`config.mk`:
```
export PLATFORM = sky130hd
export DESIGN_NAME = ctt_free_finder
export DESIGN_NICKNAME = d
export VERILOG_FILES = /design/src/rtl/core/ctt_pkg.sv /design/src/rtl/core/ctt_free_finder.sv
export SDC_FILE = /design/constraint.sdc
export NUM_CORES = 1
export LEC_CHECK = 0
export BUFFER_PORTS_ARGS = -buffer_cell sky130_fd_sc_hd__buf_2
export CELL_PAD_IN_SITES_DETAIL_PLACEMENT = 2
export CELL_PAD_IN_SITES_GLOBAL_PLACEMENT = 2
export CORE_ASPECT_RATIO = 1.4
export CORE_MARGIN = 2
export CORE_UTILIZATION = 39
export CTS_CLUSTER_DIAMETER = 150
export CTS_CLUSTER_SIZE = 12
export DETAILED_ROUTE_END_ITERATION = 7
export PLACE_DENSITY = 0.82
export SYNTH_ARGS = -nofsm -noshare
export SYNTH_HDL_FRONTEND = slang
export SYNTH_SLANG_ARGS = --single-unit
```
`constraint.sdc`:
```
create_clock -name clock -period 3.1 [get_ports clock]
set_input_delay 0.775 -clock clock [delete_from_list [all_inputs] [get_ports clock]]
set_output_delay 0.775 -clock clock [all_outputs]
set_load 0.005 [all_outputs]
```
`src/rtl/core/ctt_pkg.sv`:
```
package ctt_pkg;

   localparam int SLOT_COUNT_DEFAULT = 64;

   localparam int GEN_W        = 32;
   localparam int QID_W        = 16;
   localparam int SLOT_FIELD_W = 16;
   localparam int FIELD_W      = 16;
   localparam int BYTES_W      = 32;
   localparam int CNT_W        = 64;
   localparam int TOKEN_W      = 64;
   localparam int OP_W         = 3;
   localparam int OUTCOME_W    = 2;
   localparam int PHASE_W      = 2;
   localparam int GROUP_W      = 32;
   localparam int GROUP_POS_W  = 5;
   localparam int CSR_INDEX_W  = 2;
   localparam int CSR_DATA_W   = 16;

   localparam logic [OP_W-1:0] OP_RESERVE  = 3'd0;
   localparam logic [OP_W-1:0] OP_COMPLETE = 3'd1;
   localparam logic [OP_W-1:0] OP_TEST     = 3'd2;
   localparam logic [OP_W-1:0] OP_CONSUME  = 3'd3;
   localparam logic [OP_W-1:0] OP_RELEASE  = 3'd4;

   localparam logic [OUTCOME_W-1:0] OUT_DONE    = 2'd0;
   localparam logic [OUTCOME_W-1:0] OUT_PENDING = 2'd1;
   localparam logic [OUTCOME_W-1:0] OUT_STALE   = 2'd2;
   localparam logic [OUTCOME_W-1:0] OUT_FULL    = 2'd3;

   localparam logic [PHASE_W-1:0] PH_FREE      = 2'd0;
   localparam logic [PHASE_W-1:0] PH_SUBMITTED = 2'd1;
   localparam logic [PHASE_W-1:0] PH_READY     = 2'd2;
   localparam logic [PHASE_W-1:0] PH_CONSUMED  = 2'd3;

   localparam logic [CSR_INDEX_W-1:0] CSR_OWN_QUEUE_ID       = 2'd0;
   localparam logic [CSR_INDEX_W-1:0] CSR_EXPECTED_VERSION   = 2'd1;
   localparam logic [CSR_INDEX_W-1:0] CSR_READ_COMPLETE_CODE = 2'd2;
   localparam logic [CSR_INDEX_W-1:0] CSR_STATUS_OK_CODE     = 2'd3;

   typedef struct packed {
      logic [OP_W-1:0]    opcode;
      logic [TOKEN_W-1:0] token;
      logic [FIELD_W-1:0] entry_version;
      logic [FIELD_W-1:0] entry_kind;
      logic [FIELD_W-1:0] entry_status;
      logic [BYTES_W-1:0] entry_bytes;
   } req_type;

   typedef struct packed {
      logic [OUTCOME_W-1:0] outcome;
      logic [TOKEN_W-1:0]   granted_token;
      logic [FIELD_W-1:0]   held_status;
      logic [BYTES_W-1:0]   held_bytes;
      logic [CNT_W-1:0]     stale_total;
      logic [CNT_W-1:0]     completed_total;
      logic [CNT_W-1:0]     failed_total;
   } rsp_type;

   typedef struct packed {
      logic [PHASE_W-1:0] phase;
      logic [GEN_W-1:0]   generation;
      logic [FIELD_W-1:0] status;
      logic [BYTES_W-1:0] bytes;
   } slot_entry_type;

   typedef struct packed {
      logic take;
      logic give;
   } map_upd_type;

endpackage

```
`src/rtl/core/ctt_free_finder.sv`:
```
// Bitmap of slots open for reserve (free or consumed) and a two-level
// lowest-index search. The per-group level is registered, so an update
// presented on upd passes the bitmap register and then the per-group registers before it shows at the outputs.
module ctt_free_finder #(
   parameter int SLOT_COUNT = ctt_pkg::SLOT_COUNT_DEFAULT
) (
   input  logic                           clock,
   input  logic                           reset,
   input  ctt_pkg::map_upd_type           upd,
   input  logic [$clog2(SLOT_COUNT)-1:0]  upd_idx,
   output logic                           found,
   output logic [$clog2(SLOT_COUNT)-1:0]  found_idx
);

   localparam int IDX_W     = $clog2(SLOT_COUNT);
   localparam int GROUPS    = (SLOT_COUNT + ctt_pkg::GROUP_W - 1) / ctt_pkg::GROUP_W;
   localparam int GRP_IDX_W = (GROUPS > 1) ? $clog2(GROUPS) : 1;
   localparam int PAD_W     = GROUPS * ctt_pkg::GROUP_W;
   localparam int PICK_W    = GRP_IDX_W + ctt_pkg::GROUP_POS_W;

   logic [SLOT_COUNT-1:0]               avail_ff;
   logic [SLOT_COUNT-1:0]               avail_in;
   logic [PAD_W-1:0]                    avail_pad;
   logic [GROUPS-1:0]                   grp_any_ff;
   logic [GROUPS-1:0]                   grp_any_in;
   logic [ctt_pkg::GROUP_POS_W-1:0]     grp_pos_ff [GROUPS];
   logic [ctt_pkg::GROUP_POS_W-1:0]     grp_pos_in [GROUPS];
   logic [PICK_W-1:0]                   pick;

   assign avail_pad = PAD_W'(avail_ff);

   always_comb begin
      avail_in = avail_ff;
      if (upd.take) begin
         avail_in[upd_idx] = 1'b0;
      end
      if (upd.give) begin
         avail_in[upd_idx] = 1'b1;
      end
   end

   // First level: lowest open position inside each group of slots.
   always_comb begin
      for (int g = 0; g < GROUPS; g++) begin
         grp_any_in[g] = |avail_pad[g*ctt_pkg::GROUP_W +: ctt_pkg::GROUP_W];
         grp_pos_in[g] = '0;
         for (int j = ctt_pkg::GROUP_W - 1; j >= 0; j--) begin
            if (avail_pad[g*ctt_pkg::GROUP_W + j]) begin
               grp_pos_in[g] = ctt_pkg::GROUP_POS_W'(j);
            end
         end
      end
   end

   // Second level: lowest group that has an open slot.
   always_comb begin
      pick = '0;
      for (int g = GROUPS - 1; g >= 0; g--) begin
         if (grp_any_ff[g]) begin
            pick = {GRP_IDX_W'(g), grp_pos_ff[g]};
         end
      end
   end

   assign found     = |grp_any_ff;
   assign found_idx = pick[IDX_W-1:0];

   always_ff @(posedge clock) begin
      if (reset) begin
         avail_ff   <= '1;
         grp_any_ff <= '1;
         for (int g = 0; g < GROUPS; g++) begin
            grp_pos_ff[g] <= '0;
         end
      end else begin
         avail_ff   <= avail_in;
         grp_any_ff <= grp_any_in;
         for (int g = 0; g < GROUPS; g++) begin
            grp_pos_ff[g] <= grp_pos_in[g];
         end
      end
   end

endmodule

```
## Word-level counts from Yosys, hierarchy flattened

Memory sizes are Yosys's and may differ from the RTL's.
Index checks and enable logic that the tools add are counted.

- Bitwise gates (word level): 5
- Reduce and logical (&&, ||, !) cells: 4
- $lt $le $gt $ge: 2
- Multiplexer cells: 75

Operator list:

| operator | number |
|---|---|
| $mux 5 | 66 |
| $mux 64 | 2 |
| $and 64x64->64 | 1 |
| $not 64->64 | 1 |
| $or 64x64->64 | 1 |
| $reduce_or 32->1 | 2 |
| $mux 6 | 2 |
| $lt 6x7->1 const B | 1 |
| $demux 1 s6 | 1 |
| $ge 6x1->1 const B | 1 |
| $mux 1 | 4 |
| $or 1x1->1 | 2 |
| $reduce_or 2->1 | 1 |
| $logic_and 1x1->1 | 1 |

- RAM bits: 10
- Memories kept: 1
- Bits of input ports: 10
- Logic and storage cells: 89
- Register bits: 66
- Output and inout port bits: 7

Memories:

| name | words | bits a word | rd ports | clocked after memory_dff | write ports | line | text |
|---|---|---|---|---|---|---|---|
| grp_pos_ff | 2 | 5 | 2 | 0 | 2 | ctt_free_finder.sv:26 | `logic [ctt_pkg::GROUP_POS_W-1:0] grp_pos_ff [GROUPS];` |

## Longest topological paths before layout

- Word-level depth: 33
- Gate-level depth with buffers: 6
- Gate-level depth less buffers: 5

## Worst setup path after synthesis

OpenSTA, ideal clock, no wires.

- Kind: input to register
- Start point: input port upd_idx[5]
- End point: register avail_ff[20]
- Buffers on the path: 2
- Data arrival time: 1.768 ns
- Data required time: 2.978 ns
- Library setup time: 0.122 ns
- Setup slack: 1.210 ns
- Cell stages on the path: 5
- Cells stage by stage: buf_2 > nor3b_1 > buf_2 > nand2_1 > a221o_1

- Cells in the longest elaborated chain, start to end: 9
- Elaborated cells between the ends (all ways): 10
- Classes of those cells: 2 x order compare; 4 x mux; 3 x bitwise; 1 x reduce/logical

Ends and longest elaborated chain:

| element | line | text |
|---|---|---|
| from (decl) | ctt_free_finder.sv:10 | `input logic [$clog2(SLOT_COUNT)-1:0] upd_idx,` |
| $lt 6x7->1 (implied by the code) or $ge 6x1->1 (tied branches) | ctt_free_finder.sv:35, ctt_free_finder.sv:38 |  |
| $logic_and 1x1->1 (implied by the code) | ctt_free_finder.sv:35, ctt_free_finder.sv:38 |  |
| $mux 1 (implied by the code) | ctt_free_finder.sv:35, ctt_free_finder.sv:38 |  |
| $demux 1 s6 * | ctt_free_finder.sv:35, ctt_free_finder.sv:38 |  |
| $not 64->64 (no source line) | -- |  |
| $and 64x64->64 (no source line) | -- |  |
| $mux 64 | ctt_free_finder.sv:34 | `if (upd.take) begin` |
| $or 64x64->64 (no source line) | -- |  |
| $mux 64 * | ctt_free_finder.sv:37 | `if (upd.give) begin` |
| to (signal assigned) | ctt_free_finder.sv:76 | `avail_ff <= avail_in;` |
| to (decl) | ctt_free_finder.sv:21 | `logic [SLOT_COUNT-1:0] avail_ff;` |

Every way passes the cells marked *; elsewhere a longest branch is shown, timed or not.
A chain may end at the register's enable or synchronous reset.

## Final worst setup path

- Start point: register grp_any_ff[0]
- End point: output port found_idx[2]

- Cells in the longest elaborated chain, start to end: 1

Ends and longest elaborated chain:

| element | line | text |
|---|---|---|
| from (decl) | ctt_free_finder.sv:24 | `logic [GROUPS-1:0] grp_any_ff;` |
| from (signal assigned) | ctt_free_finder.sv:77 | `grp_any_ff <= grp_any_in;` |
| $mux 6 | ctt_free_finder.sv:59 | `if (grp_any_ff[g]) begin` |
| to (decl) | ctt_free_finder.sv:12 | `output logic [$clog2(SLOT_COUNT)-1:0] found_idx` |

Every way passes these cells.

==> reports/results.ini <==
[route]
num_vias = 3523
drc_errors = 0
wl_per_cell_um = 23.3
ant_nets = 0
drt_iter0_drc = 166
firstDrtPassIters = 4
drt_wl_total_um = 13300
vias_per_cell = 6.18

[critical_path]
reg2reg_slack_ns = 1.14
start_kind = register
path_buf_inv = 1
cp_max_fo = 8
cp-end-kind = output pin
required_ns = 2.32
crit_family = flip-flops
path_class = reg -> out
cp.depth = 3
rr_worst_depth = 5
cp_cell_sequence = nor2b_1 > a22o_1 > buf_2
cp_slowest_cell = dfxtp_1
crit_start = grp_any_ff[0]
worstReg2RegStart = avail_ff[63]
critical_path_arrival_ns = 1.31
reg2reg_to = grp_pos_ff[0][5]
critPathCapture = found_idx[2]
cpPeakStageDelay_ns = 0.38

[cts]
cts_tree = done
clockBufferDepth = 2
root_buffer = clkbuf_16
clock_latency_ns = 0.34
clock-sinks = 76
cts_inserted_buffers = 9
cts.repair.resized = 0
h-tree-depth = 3
clk_pin_slew_worst_paths_ns = 0.06
ctsHoldBuffers = 0
cts_setup_buffers = 0

[power_and_ir_drop]
ir_drop_v = 0.000259
switchingPower_uw = 547
seqPwrFrac = 0.468
p_total_mw = 2.11
clock_power_share = 0.476
power_density_nw_per_um2 = 526
sw_frac_of_total = 0.259
internal_power_mw = 1.57
p_leak_nw = 1.38
pwr-share-comb = 0.056

[synthesis]
synth_most_common_cell = nand2_1
synth_fp_nets = 451
synth_area_um2 = 3530
yosysSeqAreaShare = 0.432
avgSynthCellArea_um2 = 8.00
yosys-top-cells-count = 81 x nand2_1, 76 x dfxtp_1, 46 x a21oi_1
synth_edf_count = 0
synth_top_cell_by_area = dfxtp_1
async_flop_share = 0
synth_top_area_share = 0.432
synth-main-ff-cell = dfxtp_1
yosys_warnings = 0
synth.area.top_cells = dfxtp_1 43%, a221o_1 9.1%, nand2_1 8.6%
yosysUniqueCellTypes = 37
syn_inst = 441
synth-seq-cells = 76

[floorplanning]
top_level_ports = 17
start_util = 0.395
die_y_um = 117
dieArea_um2 = 9830
core_area_um2 = 8930
die_w_um = 84.4
fp-row-count = 41

[grt]
gr-total-overflow = 0
grt_max_degree = 36
grt_pass1_wl_um = 21100
antenna_found_initial = 0
grt.total_usage = 0.280
grt_pass1_vias = 3812

[sta]
hold_viol = 0
fmax_mhz = 480
skew_ns = 0.00418
fin_crit_sh = 0.672
worstMarginPinSlew_ns = 0.714
finalSetupViolations = 0
min_period_ns = 2.08
maxSlewHeadroom = 0.522
rsz0062_at_grt = false
drv_slew = 0
fin_tns_setup_ns = 0

[finish]
n_antenna_cell = 0
drive_gt1_frac = 0.114
fin_nets = 468
syn2layout_area_growth_pct = 14.0

[placement]
place.gp.congestion = 0.827
numPortBuffers = 16
hpwl_um = 9320

[worst_hold_path]
hp-class = reg -> reg
holdPathStages = 2

[run]
max_cap_violations = 0

[outcome]
outcome = completed

==> metrics by stage <==
step           instances  setup WS (ns)  instance area [um2]  hold WS (ns)  utilization
2_1_floorplan        441           1.21                 3530         0.425            -
3_3_place_gp         554          0.886                 3730         0.470        0.418
3_5_place_dp         554          0.870                 3730         0.488        0.418
4_1_cts              570           1.00                 4020         0.498        0.450
5_1_grt              570          0.916                 4020         0.520        0.450
6_report             570           1.02                 4020         0.497        0.450
==> layout make-up <==
cell class	instances	area (um2)
clock buffer	9	225
clock inverter	7	60.1
fill	1020	4910
inverter	11	41.3
multi-input combinational	332	1870
sequential	76	1520
tap	107	134
timing repair buffer	28	170
==> worst min-delay path by stage <==
stage / startpoint / endpoint / slack (ns)
final: avail_ff[39] / avail_ff[39] / 0.50
after global routing: avail_ff[39] / avail_ff[39] / 0.52
after CTS: avail_ff[55] / avail_ff[55] / 0.50
after detailed placement: avail_ff[5] / avail_ff[5] / 0.49
after global placement: avail_ff[55] / avail_ff[55] / 0.47
after floorplan: avail_ff[0] / grp_pos_ff[0][0] / 0.42
==> routing by layer <==
layer	global-route usage	vias to the layer above	share of wire
met3	0.0318	31	0.022
met1	0.316	1776	0.40
met5	0	-	0
li1	-	1664	-
met2	0.516	52	0.54
met4	0.150	0	0.040
==> kinds of logic (layout without fill, tap and decap cells) <==
group | Yosys count | after routing | share of synthesized area
simple gates | 187 | 187 | 0.254
compound gates | 145 | 145 | 0.275
flops | 76 | 76 | 0.432
buf+inv | 33 | 55 | 0.0387
==> registers in the layout, summed over array words and instances, names as in the netlist <==
name,cells
grp_any_ff,2
avail_ff,64
grp_pos_ff,10
==> tightest hold or removal path, cell delays in order, from the launching register on <==
cell and delay, ns:
dfxtp_1 0.32, o21ai_0 0.07, nand2_1 0.06
==> power by group through the flow <==
| stage | registers, mW | clock network (mW) | logic (mW) |
|---|---|---|---|
| final | 0.990 | 1.01 | 0.118 |
| after global routing | 0.991 | 1.06 | 0.129 |
| after CTS | 0.990 | 1.02 | 0.118 |
| after detailed placement | 1.01 | 0 | 0.117 |
| after global placement | 1.01 | 0 | 0.110 |
| after floorplan | 1.01 | 0 | 0.0715 |
==> placed cells by master (no fill, tap or decap), types with 4 or more instances in the layout <==
master	n
inv_1	11
a21oi_1	46
nor4_1	6
nand2_1	81
nor3b_1	6
nor3_1	16
or4_1	4
dfxtp_1	76
a2111oi_0	6
o31ai_1	4
nand3_1	4
buf_2	16
o21ai_0	41
nand2b_1	4
clkbuf_16	9
a221o_1	32
a22o_1	4
buf_4	12
nor2_1	35
nor2b_1	5
Power figures use the tool's default switching activity.
